[src/design/b2i_pkg.sv]
package b2i_pkg;

    // Register file
    localparam int CFG_IDX_W = 2;
    localparam int CFG_DATA_W = 13;
    localparam logic [CFG_IDX_W-1:0] CFG_FRAME_WIDTH = 2'd0;
    localparam logic [CFG_IDX_W-1:0] CFG_FRAME_HEIGHT = 2'd1;
    localparam logic [CFG_DATA_W-1:0] RST_FRAME_WIDTH = 13'd1920;
    localparam logic [CFG_DATA_W-1:0] RST_FRAME_HEIGHT = 13'd1080;

    // BT.601 studio-range coefficients
    localparam int Y_R = 66;
    localparam int Y_G = 129;
    localparam int Y_B = 25;
    localparam int U_R = 38;
    localparam int U_G = 74;
    localparam int U_B = 112;
    localparam int V_R = 112;
    localparam int V_G = 94;
    localparam int V_B = 18;
    localparam int ROUND_OFS = 128;
    localparam int LUMA_OFS = 16;
    // rounding term plus 128 * 256 chroma bias, keeps the sum non-negative
    localparam int CHROMA_OFS = 32896;

    localparam int SUM_W = 17;
    localparam int PAIR_W = 9;
    localparam int ENTRY_W = 2 * PAIR_W;

    typedef struct packed {
        logic [7:0] blue;
        logic [7:0] green;
        logic [7:0] red;
    } t_pix_in;

    typedef struct packed {
        logic [7:0] luma;
        logic       chroma_valid;
        logic [7:0] u_sample;
        logic [7:0] v_sample;
        logic       frame_end;
    } t_pix_out;

    // Position of one pixel inside the frame
    typedef struct packed {
        logic odd_col;
        logic last_col;
        logic odd_row;
        logic last_row;
        logic frame_end;
    } t_pos;

    typedef struct packed {
        logic       valid;
        logic [7:0] u;
        logic [7:0] v;
    } t_chroma;

endpackage

[src/design/b2i_chroma_avg.sv]
module b2i_chroma_avg (
    input  b2i_pkg::t_pos                         i_pos,
    input  logic [7:0]                            i_u,
    input  logic [7:0]                            i_v,
    input  logic [b2i_pkg::PAIR_W-1:0]            i_pair_u,
    input  logic [b2i_pkg::PAIR_W-1:0]            i_pair_v,
    input  logic [b2i_pkg::ENTRY_W-1:0]           i_line,
    output logic [b2i_pkg::PAIR_W-1:0]            o_pair_u,
    output logic [b2i_pkg::PAIR_W-1:0]            o_pair_v,
    output logic                                  o_wr_en,
    output logic [b2i_pkg::ENTRY_W-1:0]           o_wr_data,
    output b2i_pkg::t_chroma                      o_chroma
);
    import b2i_pkg::*;

    logic                pair_done;
    logic                blk_valid;
    logic [PAIR_W:0]     sum_u;
    logic [PAIR_W:0]     sum_v;
    logic [PAIR_W:0]     avg_u;
    logic [PAIR_W:0]     avg_v;

    // Accumulate the horizontal pair
    assign o_pair_u = i_pos.odd_col ? i_pair_u + PAIR_W'(i_u) : PAIR_W'(i_u);
    assign o_pair_v = i_pos.odd_col ? i_pair_v + PAIR_W'(i_v) : PAIR_W'(i_v);

    // A pair closes on an odd column or at the right edge
    assign pair_done = i_pos.odd_col || i_pos.last_col;
    assign o_wr_en   = pair_done && !i_pos.odd_row && !i_pos.last_row;
    assign o_wr_data = {o_pair_v, o_pair_u};
    assign blk_valid = pair_done && (i_pos.odd_row || i_pos.last_row);

    // Add the pair from the row above on odd rows
    assign sum_u = i_pos.odd_row ? {1'b0, o_pair_u} + {1'b0, i_line[PAIR_W-1:0]}
                                 : {1'b0, o_pair_u};
    assign sum_v = i_pos.odd_row ? {1'b0, o_pair_v} + {1'b0, i_line[ENTRY_W-1:PAIR_W]}
                                 : {1'b0, o_pair_v};

    // Divide by the pixel count: four, two or one
    always_comb begin
        if (i_pos.odd_col && i_pos.odd_row) begin
            avg_u = sum_u >> 2;
            avg_v = sum_v >> 2;
        end else if (i_pos.odd_col || i_pos.odd_row) begin
            avg_u = sum_u >> 1;
            avg_v = sum_v >> 1;
        end else begin
            avg_u = sum_u;
            avg_v = sum_v;
        end
    end

    // Saturate and zero when no block completes
    always_comb begin
        o_chroma.valid = blk_valid;
        o_chroma.u     = '0;
        o_chroma.v     = '0;
        if (blk_valid) begin
            o_chroma.u = (avg_u > (PAIR_W+1)'(255)) ? 8'hFF : avg_u[7:0];
            o_chroma.v = (avg_v > (PAIR_W+1)'(255)) ? 8'hFF : avg_v[7:0];
        end
    end

endmodule

[config.mk]
export PLATFORM = sky130hd
export DESIGN_NAME = b2i_chroma_avg
export DESIGN_NICKNAME = d
export VERILOG_FILES = /design/src/design/b2i_pkg.sv /design/src/design/b2i_chroma_avg.sv
export SDC_FILE = /design/constraint.sdc
export NUM_CORES = 1
export LEC_CHECK = 0
export CAP_MARGIN = 30
export CORE_ASPECT_RATIO = 0.6
export CORE_MARGIN = 2
export CORE_UTILIZATION = 35
export DETAILED_ROUTE_END_ITERATION = 12
export DONT_BUFFER_PORTS = 1
export GPL_TIMING_DRIVEN = 0
export SYNTH_ARGS = -nofsm -noshare
export SYNTH_HDL_FRONTEND = slang
export SYNTH_SLANG_ARGS = --single-unit
[constraint.sdc]
create_clock -name vclk -period 5
set_input_delay 0.5 -clock vclk [all_inputs]
set_output_delay 0.5 -clock vclk [all_outputs]
set_load 0.03 [all_outputs]
==> metrics.md <==
| Metric | Value |
|---|---|
| Status | finished, final reports clean |
| Mapped Cells | 315 |
| RSZ-0062 raised after global routing | no |
| Adder-Cell Fraction of Synth Area | 0.226 |
| Gr usage total | 0.205 |
| Routed length per placed instance | 19.4 µm |
| Vias per Instance | approximately 6.0 |
| Ys Warns | 0 |
| M1 WL | 4.09 mm |
| Final number of setup-violating endpoints | 0 |
| Crit Path Max Fanout | 4 |
| First-pass GRT wire length | 11.8 mm |
| Core Box Area | between 6000 and 7000 µm² |
| Critical Path Start Type | input port |
| Crit path DAT | 4.32 ns |
| CP Class | in -> out |
| Area Growth Syn to Fin | 8.28% |
| Simple-gate share of the synthesized area | 0.160 |
| Main combinational cell family by area after synthesis | compound AO/OA/AOI/OAI gates |
| Avg Inst Size Synth | 7.44 µm² |
| Inserted Diodes | 0 |
| Fmax | 207 MHz |
| DR vias | 2,452 |
| Power density over the cells | 244 nW/µm² |
| FFs & Latches | 0 |
| Die Footprint | 7390 µm² |
| Multiplexer share of the synthesized area | 0.0860 |
| Max_slew headroom | 0.342 |
| Tmin final | 4.82 ns |
| IO Pins | 111 |
| Pins Over Slew Limit | 0 |
| Layout cell share with drive strength beyond 1 | 0.166 |
| Row cnt | 23 |
| Post-Syn Nets | 412 |
| Layout clock buffer count | 0 |
| Filler Cell Count | a little under 700 |
| Nets@finish | ~420 |
| Compound-cell area share of the yosys netlist | 0.347 |
| DPL Wire Length | 6.53 mm |
| Fin crit share | 0.965 |
| Multi-input logic area | 2170 µm² |
| Synth Area in XOR/XNOR | 0.0785 |
| Sequential cell area | 0 µm² |
| Largest net degree at the start of global routing | 11 |
| Die H | around 67 µm |
| Leak | 1.09 nW |
| Cell Area, Synth | 2340 µm² |
| I/O Buffers | 0 |
| WL final | roughly 7.9 mm |
| Worst slew pin tran | 0.980 ns |
| Final Wtd Congestion | 0.866 |
| Residual DRC | 0 |
| Vias in the first global route | 2,142 |
| Setup TNS | 0 ns |
| Max-cap viol count | 0 |
| Final Hold Fails | 0 |
| Wire length on met2 | around 3 mm |
| Post-CTS Setup Bufs | 0 |
| Final ANT Viol Nets | 0 |
| Crit. End Element | primary output |
| DR pass1 iterations | 5 |
| Final core occ | 0.385 |
| VDD IR max | around 0.084 mV |
| Initial antenna violation count | 0 |
| First-iteration detailed-routing DRC count | 192 |
| Initial Util | 0.356 |
| WL met3 | 775 µm |
| GRT overflow | 0 |
| Die Wd | 110 µm |
| Hold crit path type | in -> out |
| Max Used Layer | met3 |
| Worst Path Required | approximately 4.5 ns |
| Sequential share of the synthesized area | 0 |
| Synth cell types | 56 |
-- Yosys cell counts (6+ instances only) --
cell / count / area, µm²
a21o_1: 9 / 67.6
clkbuf_1: 6 / 22.5
a211oi_1: 7 / 52.6
xnor2_1: 18 / 158
ha_1: 36 / 450
nor2_1: 25 / 93.8
nand2_1: 19 / 71.3
buf_4: 19 / 143
o21ai_0: 13 / 65.1
nand2b_1: 10 / 62.6
inv_1: 14 / 52.6
a21oi_1: 29 / 145
mux2i_1: 10 / 100
nand3_1: 9 / 45.0
mux2_2: 9 / 101
-- metal layers --
| layer | up-vias | global-route usage |
|---|---|---|
| met5 | - | 0 |
| met4 | 0 | 0.00949 |
| met3 | 0 | 0.0463 |
| met2 | 118 | 0.266 |
| met1 | 1149 | 0.339 |
| li1 | 1185 | - |
-- cell families (layout without fill, tap and decap cells) --
kind of cell | Yosys count | after routing
simple gates | 79 | 79
compound gates | 112 | 112
buf+inv | 44 | 48
xor+xnor | 21 | 21
mux | 19 | 19
fa+ha+maj | 40 | 40
-- metrics by stage --
stage	cell area, µm²	total power, mW	hold WS (ns)	setup slack (ns)	cells
final	2540	0.618	1.13	0.176	406
after global routing	2540	0.669	1.13	0.0209	406
after CTS	2490	0.596	1.13	0.000798	406
after detailed placement	2470	0.588	1.13	-0.0866	406
after global placement	2450	0.579	1.13	-0.346	402
after floorplan	2340	0.494	1.12	0.139	315
-- critical path: stages --
cell and delay [ns]:
ha_1 0.22, fa_1 0.45, a21o_1 0.19, and4_1 0.21
or4_1 0.49, a21o_1 0.21, and3_2 0.30, ha_1 0.35
nand2_1 0.07, a21oi_1 0.15, o41ai_2 0.12, a21boi_1 0.23
nor2_1 0.19, a311oi_1 0.35, buf_2 0.27
-- layout by cell type (no fill, tap or decap), types with 9 or more instances in the layout --
cell type and count:
a21o_1 9, xnor2_1 18, buf_4 19, mux2_2 9
inv_1 14, mux2i_1 10, nand3_1 9, ha_1 36
nand2b_1 10, nor2_1 25, nand2_1 19, o21ai_0 12
a21oi_1 27
-- final timing paths --
check / from / to / slack (ns) / cells past startpoint
max: i_u[0] / o_chroma[12] / 0.18 / 15
min: i_pos[1] / o_wr_en / 1.13 / 1
-- timing repair --
item	CTS	global route
resized for setup	3	9
setup endpoints to repair	3	7
hold buffers	0	0
-- report_power, final --
group          internal, mW  switching [mW]
sequential                0               0
combinational         0.211           0.407
clock                     0               0
total                 0.211           0.407
-- area by class of cell --
| class | instances | share of cell area |
|---|---|---|
| plain buffers | 30 | 0.0740 |
| well taps | 87 | 0.0429 |
| repair buffers | 4 | 0.00789 |
| inverters | 14 | 0.0207 |
| multi-input cells | 271 | 0.855 |
Note: power is estimated with default switching activity, not from simulation.
