### config.mk
export PLATFORM = sky130hd
export DESIGN_NAME = b2i_csc
export DESIGN_NICKNAME = d
export VERILOG_FILES = /design/src/design/b2i_pkg.sv /design/src/design/b2i_csc.sv
export SDC_FILE = /design/constraint.sdc
export NUM_CORES = 1
export LEC_CHECK = 0
export CELL_PAD_IN_SITES_DETAIL_PLACEMENT = 1
export CELL_PAD_IN_SITES_GLOBAL_PLACEMENT = 2
export CORE_ASPECT_RATIO = 0.6
export CORE_MARGIN = 4
export CORE_UTILIZATION = 45
export DETAILED_ROUTE_END_ITERATION = 10
export DONT_BUFFER_PORTS = 1
export GPL_TIMING_DRIVEN = 1
export PLACE_DENSITY = 0.94
export SLEW_MARGIN = 40
export SYNTH_ARGS = -nofsm -noshare
export SYNTH_HDL_FRONTEND = slang
export SYNTH_SLANG_ARGS = --single-unit
export TNS_END_PERCENT = 30
### constraint.sdc
create_clock -name vclk -period 16.23
set_clock_uncertainty 0.2 [all_clocks]
set_input_delay 2.4345 -clock vclk [all_inputs]
set_output_delay 2.4345 -clock vclk [all_outputs]
set_load 0.005 [all_outputs]
### src/design/b2i_pkg.sv
package b2i_pkg;

    // Register file
    localparam int CFG_IDX_W = 2;
    localparam int CFG_DATA_W = 13;
    localparam logic [CFG_IDX_W-1:0] CFG_FRAME_WIDTH = 2'd0;
    localparam logic [CFG_IDX_W-1:0] CFG_FRAME_HEIGHT = 2'd1;
    localparam logic [CFG_DATA_W-1:0] RST_FRAME_WIDTH = 13'd1920;
    localparam logic [CFG_DATA_W-1:0] RST_FRAME_HEIGHT = 13'd1080;

    // BT.601 studio-range coefficients
    localparam int Y_R = 66;
    localparam int Y_G = 129;
    localparam int Y_B = 25;
    localparam int U_R = 38;
    localparam int U_G = 74;
    localparam int U_B = 112;
    localparam int V_R = 112;
    localparam int V_G = 94;
    localparam int V_B = 18;
    localparam int ROUND_OFS = 128;
    localparam int LUMA_OFS = 16;
    // rounding term plus 128 * 256 chroma bias, keeps the sum non-negative
    localparam int CHROMA_OFS = 32896;

    localparam int SUM_W = 17;
    localparam int PAIR_W = 9;
    localparam int ENTRY_W = 2 * PAIR_W;

    typedef struct packed {
        logic [7:0] blue;
        logic [7:0] green;
        logic [7:0] red;
    } t_pix_in;

    typedef struct packed {
        logic [7:0] luma;
        logic       chroma_valid;
        logic [7:0] u_sample;
        logic [7:0] v_sample;
        logic       frame_end;
    } t_pix_out;

    // Position of one pixel inside the frame
    typedef struct packed {
        logic odd_col;
        logic last_col;
        logic odd_row;
        logic last_row;
        logic frame_end;
    } t_pos;

    typedef struct packed {
        logic       valid;
        logic [7:0] u;
        logic [7:0] v;
    } t_chroma;

endpackage

### src/design/b2i_csc.sv
module b2i_csc (
    input  b2i_pkg::t_pix_in i_pix,
    output logic [7:0]       o_luma,
    output logic [7:0]       o_u,
    output logic [7:0]       o_v
);
    import b2i_pkg::*;

    logic [SUM_W-1:0] b;
    logic [SUM_W-1:0] g;
    logic [SUM_W-1:0] r;
    logic [SUM_W-1:0] y_sum;
    logic [SUM_W-1:0] u_sum;
    logic [SUM_W-1:0] v_sum;
    logic [8:0]       y_ofs;

    assign b = SUM_W'(i_pix.blue);
    assign g = SUM_W'(i_pix.green);
    assign r = SUM_W'(i_pix.red);

    // Weighted sums; chroma carries its bias so the difference stays positive
    assign y_sum = SUM_W'(Y_R) * r + SUM_W'(Y_G) * g + SUM_W'(Y_B) * b + SUM_W'(ROUND_OFS);
    assign u_sum = (SUM_W'(U_B) * b + SUM_W'(CHROMA_OFS)) - (SUM_W'(U_R) * r + SUM_W'(U_G) * g);
    assign v_sum = (SUM_W'(V_R) * r + SUM_W'(CHROMA_OFS)) - (SUM_W'(V_G) * g + SUM_W'(V_B) * b);

    // Scale down, add luma offset and saturate
    assign y_ofs  = {1'b0, y_sum[15:8]} + 9'(LUMA_OFS);
    assign o_luma = y_ofs[8] ? 8'hFF : y_ofs[7:0];
    assign o_u    = u_sum[15:8];
    assign o_v    = v_sum[15:8];

endmodule

==> impl_metrics.json, run 1 <==
{
  "worstHoldPathCells": 5,
  "start_util_pct": 46.0,
  "nClkBuffers": 0,
  "finalSetupViolCount": 0,
  "start_kind": "input port",
  "grt_max_degree": 17,
  "drive_above_1_share_pct": 1.99,
  "synth_compound_area_share_pct": 11.3,
  "dp_slack_ns": 5.58,
  "crit_path_cell_trace": "inv_1, fa_1, inv_1, ha_1, fa_1, fa_1, a21o_1, a21oi_1, o21bai_1, a2111oi_0, nor2_1, xnor2_1, fa_1, inv_1, ha_1, ha_1, a21o_1, nand2_1, o21ai_1, o21a_1, nor2_1, xnor2_1",
  "syn_to_final_growth_pct": 3.55,
  "fp-row-count": 35,
  "vias_per_cell": 5.41,
  "hold_start": "i_pix[15]",
  "netlist_area_um2": 7050,
  "drt_iter0_drc": 155,
  "firstDrtPassIters": 4,
  "core_area_um2": 15300,
  "synth_seq_area_share_pct": 0,
  "maxSlewViolCount": 0,
  "crit_required_ns": 13.60,
  "hold_path_end": "o_v[7]",
  "ios": 48,
  "maxSlewHeadroom_pct": 51.0,
  "critPathKind": "input port to primary output",
  "cts_resized": 0,
  "n_fill_cell": 1785,
  "post_cts_buffers": 0,
  "synthMuxAreaShare_pct": 0.302,
  "die_h_um": 105,
  "tns_ns": 0,
  "run_status": "finished, final reports clean",
  "synthAdderAreaFrac_pct": 64.8,
  "setup_slack_ns": 5.61,
  "worstSetupEndpointType": "primary output",
  "tightestPinTransition_ns": 0.717,
  "pwr-share-clk_pct": 0,
  "cpMaxStageDelayCell": "a2111oi_0",
  "hold_viol": 0,
  "drv_cap": 0,
  "fin_nets": 1094,
  "io_buffer_count": 0,
  "p_leak_nw": 4.11,
  "ir_drop_mv": 0.160,
  "max_freq_mhz": 94.1,
  "routedWlPerCell_um": 19.0,
  "swShare_pct": 56.0,
  "via_count": 5180,
  "grt_pass1_vias": 5970,
  "rsz0062_at_grt": "no",
  "synth_xor_area_share_pct": 8.20,
  "synth.avg_cell_area_um2": 9.32,
  "ys_warn_count": 0,
  "nFlopsAndLatches": 0,
  "grt_usage_pct": 21.1,
  "ant_nets": 0,
  "gp_congestion": 0.894,
  "yosysUniqueCellTypes": 49,
  "power_density_nw_per_um2": 212,
  "netlist_instances": 756,
  "grt_overflow": 0,
  "wirelength_um": 18200,
  "finalCriticalPeriod_ns": 10.62,
  "path_common_cell": "fa_1",
  "die-area_um2": 17800,
  "dpl.hpwl_um": 16700,
  "ctsHoldBuffers": 0,
  "pwr-share-comb_pct": 100.0,
  "crit_fanout": 6,
  "syn_nets": 1093,
  "min_path_type": "input port to primary output",
  "drc_errors": 0,
  "die_w_um": 170,
  "antennaDiodeCount": 0,
  "yosys.area_share.simple_pct": 6.29,
  "max_stage_delay_ns": 0.68,
  "seq_area_um2": 0,
  "seqPwrFrac_pct": 0,
  "internal_power_w": 0.000679,
  "fin_crit_sh_pct": 65.4,
  "synth_top_family_by_area": "adder cells",
  "grt_antenna_before_repair": 0,
  "power_switching_w": 0.000866,
  "grt_pass1_wl_um": 30400,
  "crit_arrival_ns": 7.99
}
per-layer routing:
layer	global-route usage (%)	routed length, um	up-vias
li1	-	-	2498
met1	29.4	8610	2571
met2	36.7	8510	86
met3	1.93	847	25
met4	2.81	274	0
met5	0	0	-
power groups by stage:
stage	registers [W]	clock network, W	logic, W
6_report	0	0	0.00154
5_1_grt	0	0	0.00177
4_1_cts	0	0	0.00158
3_5_place_dp	0	0	0.00156
3_3_place_gp	0	0	0.00147
2_1_floorplan	0	0	0.00123
synthesized netlist by cell type, types with 2 or more instances:
| cell | number | area, um2 |
|---|---|---|
| nand4b_1 | 2 | 17.5 |
| nor2b_1 | 7 | 43.8 |
| o21a_1 | 5 | 37.5 |
| ha_1 | 226 | 2830 |
| nand3_1 | 7 | 35.0 |
| o31ai_1 | 2 | 15.0 |
| and2_1 | 4 | 25.0 |
| or3_1 | 3 | 18.8 |
| nor2_1 | 20 | 75.1 |
| xor2_1 | 23 | 201 |
| fa_1 | 87 | 1740 |
| nand2_1 | 21 | 78.8 |
| a2111oi_0 | 2 | 17.5 |
| a21o_1 | 23 | 173 |
| xnor2_1 | 43 | 377 |
| nand2b_1 | 6 | 37.5 |
| o21bai_1 | 9 | 67.6 |
| inv_1 | 170 | 638 |
| or2_2 | 4 | 25.0 |
| o21ai_0 | 15 | 75.1 |
| a31oi_1 | 4 | 25.0 |
| a21oi_1 | 43 | 215 |
| nor3_1 | 4 | 20.0 |
worst max-delay path by stage:
stage,from,to,slack (ns),depth (start not counted)
after CTS,i_pix[10],o_v[7],5.57,22
after floorplan,i_pix[2],o_luma[5],6.02,22
final,i_pix[10],o_v[7],5.61,22
after global placement,i_pix[2],o_luma[5],5.83,22
after detailed placement,i_pix[10],o_v[7],5.58,22
after global routing,i_pix[10],o_v[7],5.27,22
critical path, delay by kind of cell:
family | cells | cell delay [ns]
xor+xnor | 2 | 0.34
buf+inv | 3 | 0.15
fa+ha+maj | 7 | 2.97
compound gates | 7 | 1.77
simple gates | 3 | 0.32
cells in the final DEF, fill, tap and decap left out, types with 2 or more instances in the layout:
master       n
ha_1       226
inv_1      170
fa_1        87
a21oi_1     43
xnor2_1     43
a21o_1      23
xor2_1      23
nand2_1     21
nor2_1      20
o21ai_0     15
o21bai_1     9
nor2b_1      7
nand3_1      7
nand2b_1     6
o21a_1       5
or2_2        4
and2_1       4
a31oi_1      4
nor3_1       4
or3_1        3
a2111oi_0    2
o31ai_1      2
nand4b_1     2
stage by stage:
step | instance area (um2) | power [W] | hold slack [ns] | cells | util (%)
floorplan | 7050 | 0.00123 | 5.24 | 756 | -
global placement | 7300 | 0.00147 | 5.32 | 958 | 47.6
detailed placement | 7300 | 0.00156 | 5.34 | 958 | 47.6
CTS | 7300 | 0.00158 | 5.36 | 958 | 47.6
global route | 7300 | 0.00177 | 5.40 | 958 | 47.6
finish | 7300 | 0.00154 | 5.34 | 958 | 47.6
kinds of logic (layout without fill, tap and decap cells):
family | after synthesis | after routing
adders and majority gates | 313 | 313
buffers and inverters | 171 | 170
AOI/OAI and AO/OA | 118 | 118
and+or+nand+nor | 86 | 86
xor gates and xnor gates | 66 | 66
muxes | 2 | 2
cell type report:
cell class / count / area (um2) / share of cell area, %
Inverter: 170 / 638 / 8.74
Tap cell: 203 / 254 / 3.48
Multi-Input combinational cell: 585 / 6400 / 87.8
Power figures use the tool's default switching activity.
==> inputs of run 2 (changes only) <==
ABC_AREA = 1   (was default)
CORE_UTILIZATION = 41   (was 45)
PLACE_DENSITY = 0.92   (was 0.94)
clock period = 10.2 ns   (was 16.23 ns; I/O delays follow)
==> run 2 against run 1 <==
Compared with the run above: sequential share of layout area unchanged; highest routed layer unchanged; worst hold slack worse by 2.0 ns; area after synthesis up 12%; count of clock-buffer cells in the layout unchanged; first-iteration DRC count up 100%; synthesized cell count up 33%.
==> impl_metrics.json, run 2 <==
{
  "nFlopsAndLatches": 0,
  "hold_start": "i_pix[15]",
  "min_path_type": "input port to primary output",
  "tns_ns": 0,
  "layout_common_cells": "inv_1, ha_1, nand2_1",
  "dp.cells": 1245,
  "yosysUniqueCellTypes": 35,
  "wirelength_um": 21600,
  "start_util_pct": 42.6,
  "ctsHoldBuffers": 0,
  "crit_arrival_ns": 6.85,
  "cpMaxStageDelayCell": "fa_1",
  "synth.avg_cell_area_um2": 7.83,
  "tightestPinTransition_ns": 0.481,
  "netlist_instances": 1005,
  "synthTopCellsByArea": "ha_1, fa_1, inv_1, nand2_1, a21oi_1",
  "max_freq_mhz": 117,
  "final_cells": 1245,
  "die_h_um": 115,
  "fin_hold_ws_ns": 3.33,
  "grt_overflow": 0,
  "gp_congestion": 0.934,
  "io_buffer_count": 0,
  "fin_crit_sh_pct": 84.1,
  "worstSetupEndpointType": "primary output",
  "start_kind": "input port",
  "ant_nets": 0,
  "grt_antenna_before_repair": 0,
  "post_cts_buffers": 0,
  "hold_path_end": "o_u[7]",
  "layout_commonest_cell": "inv_1",
  "worstHoldPathCells": 5,
  "routedWlPerCell_um": 17.3,
  "syn_to_final_growth_pct": 3.82,
  "grt_max_degree": 13,
  "core_area_um2": 18400,
  "hold_viol": 0,
  "ys_warn_count": 0,
  "die_w_um": 187,
  "netlist.top_cell.by_area": "ha_1",
  "max_stage_delay_ns": 0.51,
  "finalCriticalPeriod_ns": 8.58,
  "critPathKind": "input port to primary output",
  "drc_errors": 0,
  "vias_per_cell": 5.16,
  "crit_fanout": 8,
  "synth_common_cells": "inv_1, ha_1, nand2_1",
  "yosys.area.top_type_share_pct": 35.9,
  "n_fill_cell": 2331,
  "grt_usage_pct": 20.3,
  "netlist_area_um2": 7870,
  "die-area_um2": 21500,
  "multi_input_area_um2": 6950,
  "via_count": 6423,
  "fp-row-count": 38,
  "dpl.hpwl_um": 19800,
  "cts_resized": 0,
  "finalSetupViolCount": 0,
  "fin_nets": 1344,
  "grt_pass1_vias": 6792,
  "antennaDiodeCount": 0,
  "synth_seq_area_share_pct": 0,
  "grt_pass1_wl_um": 35600,
  "rsz0062_at_grt": "no",
  "synth.most_common_cell": "inv_1",
  "run_status": "finished, final reports clean",
  "ios": 48,
  "drt_iter0_drc": 311,
  "drv_cap": 0,
  "syn_nets": 1342,
  "maxSlewHeadroom_pct": 67.9,
  "seq_area_um2": 0,
  "drive_above_1_share_pct": 2.09,
  "crit_required_ns": 8.47,
  "firstDrtPassIters": 5,
  "nClkBuffers": 0,
  "maxSlewViolCount": 0
}
## run 2: changes by cell type in the layout (fill, tap and decap cells not counted), moves of 8 or more
cell	before	now
nand2_1	21	146
inv_1	170	240
a21o_1	23	4
xor2_1	23	41
o21ai_0	15	23
nand3_1	7	38
a21oi_1	43	73
xnor2_1	43	21
nor2_1	20	39
## run 2: final cells by class
class | count | area share, %
well taps | 240 | 3.68
multi-input cells | 761 | 85.1
inverters | 244 | 11.2
## run 2: kinds of logic (layout without fill, tap and decap cells)
kind of cell,after synthesis,count (layout),share of synthesized area (%)
adders and majority gates,313,313,58.1
xor gates and xnor gates,62,62,6.90
and+or+nand+nor,254,254,13.9
AOI/OAI and AO/OA,132,132,9.48
buffers and inverters,244,244,11.6
## run 2: layer usage
layer / vias up / wire length, um / share of wire [%] / global-route usage [%]
li1: 3233 / - / - / -
met4: 0 / 93 / 0.43 / 0.886
met1: 3054 / 11400 / 53 / 31.0
met3: 6 / 1350 / 6.3 / 3.43
met5: - / 0 / 0 / 0
met2: 130 / 8690 / 40 / 31.6
## run 2: worst max-delay path by stage
stage	from	endpoint	slack [ns]	cells after the start
after floorplan	i_pix[2]	o_luma[5]	2.11	26
after global placement	i_pix[2]	o_luma[5]	1.83	26
after detailed placement	i_pix[2]	o_luma[5]	1.64	26
after CTS	i_pix[2]	o_luma[5]	1.65	26
after global routing	i_pix[2]	o_luma[2]	1.27	27
final	i_pix[2]	o_luma[5]	1.62	26
## run 2: stage by stage
step	setup slack [ns]	cell area, um2	utilization (%)
global route	1.27	8170	44.3
floorplan	2.11	7870	-
finish	1.62	8170	44.3
global placement	1.83	8170	44.3
CTS	1.65	8170	44.3
detailed placement	1.64	8170	44.3
## run 2: critical path, delay by kind of cell
| family | cells | cell delay, ns |
|---|---|---|
| AND/OR/NAND/NOR | 10 | 0.89 |
| XOR/XNOR | 1 | 0.16 |
| AO/OA/AOI/OAI | 1 | 0.25 |
| adder cells (fa/ha/maj) | 11 | 3.83 |
| buffers and inverters | 3 | 0.19 |
Power of run 2 is left out: the tool's default activity adds up to more than one toggle a clock period on the data nets, which glitch-free logic cannot reach.
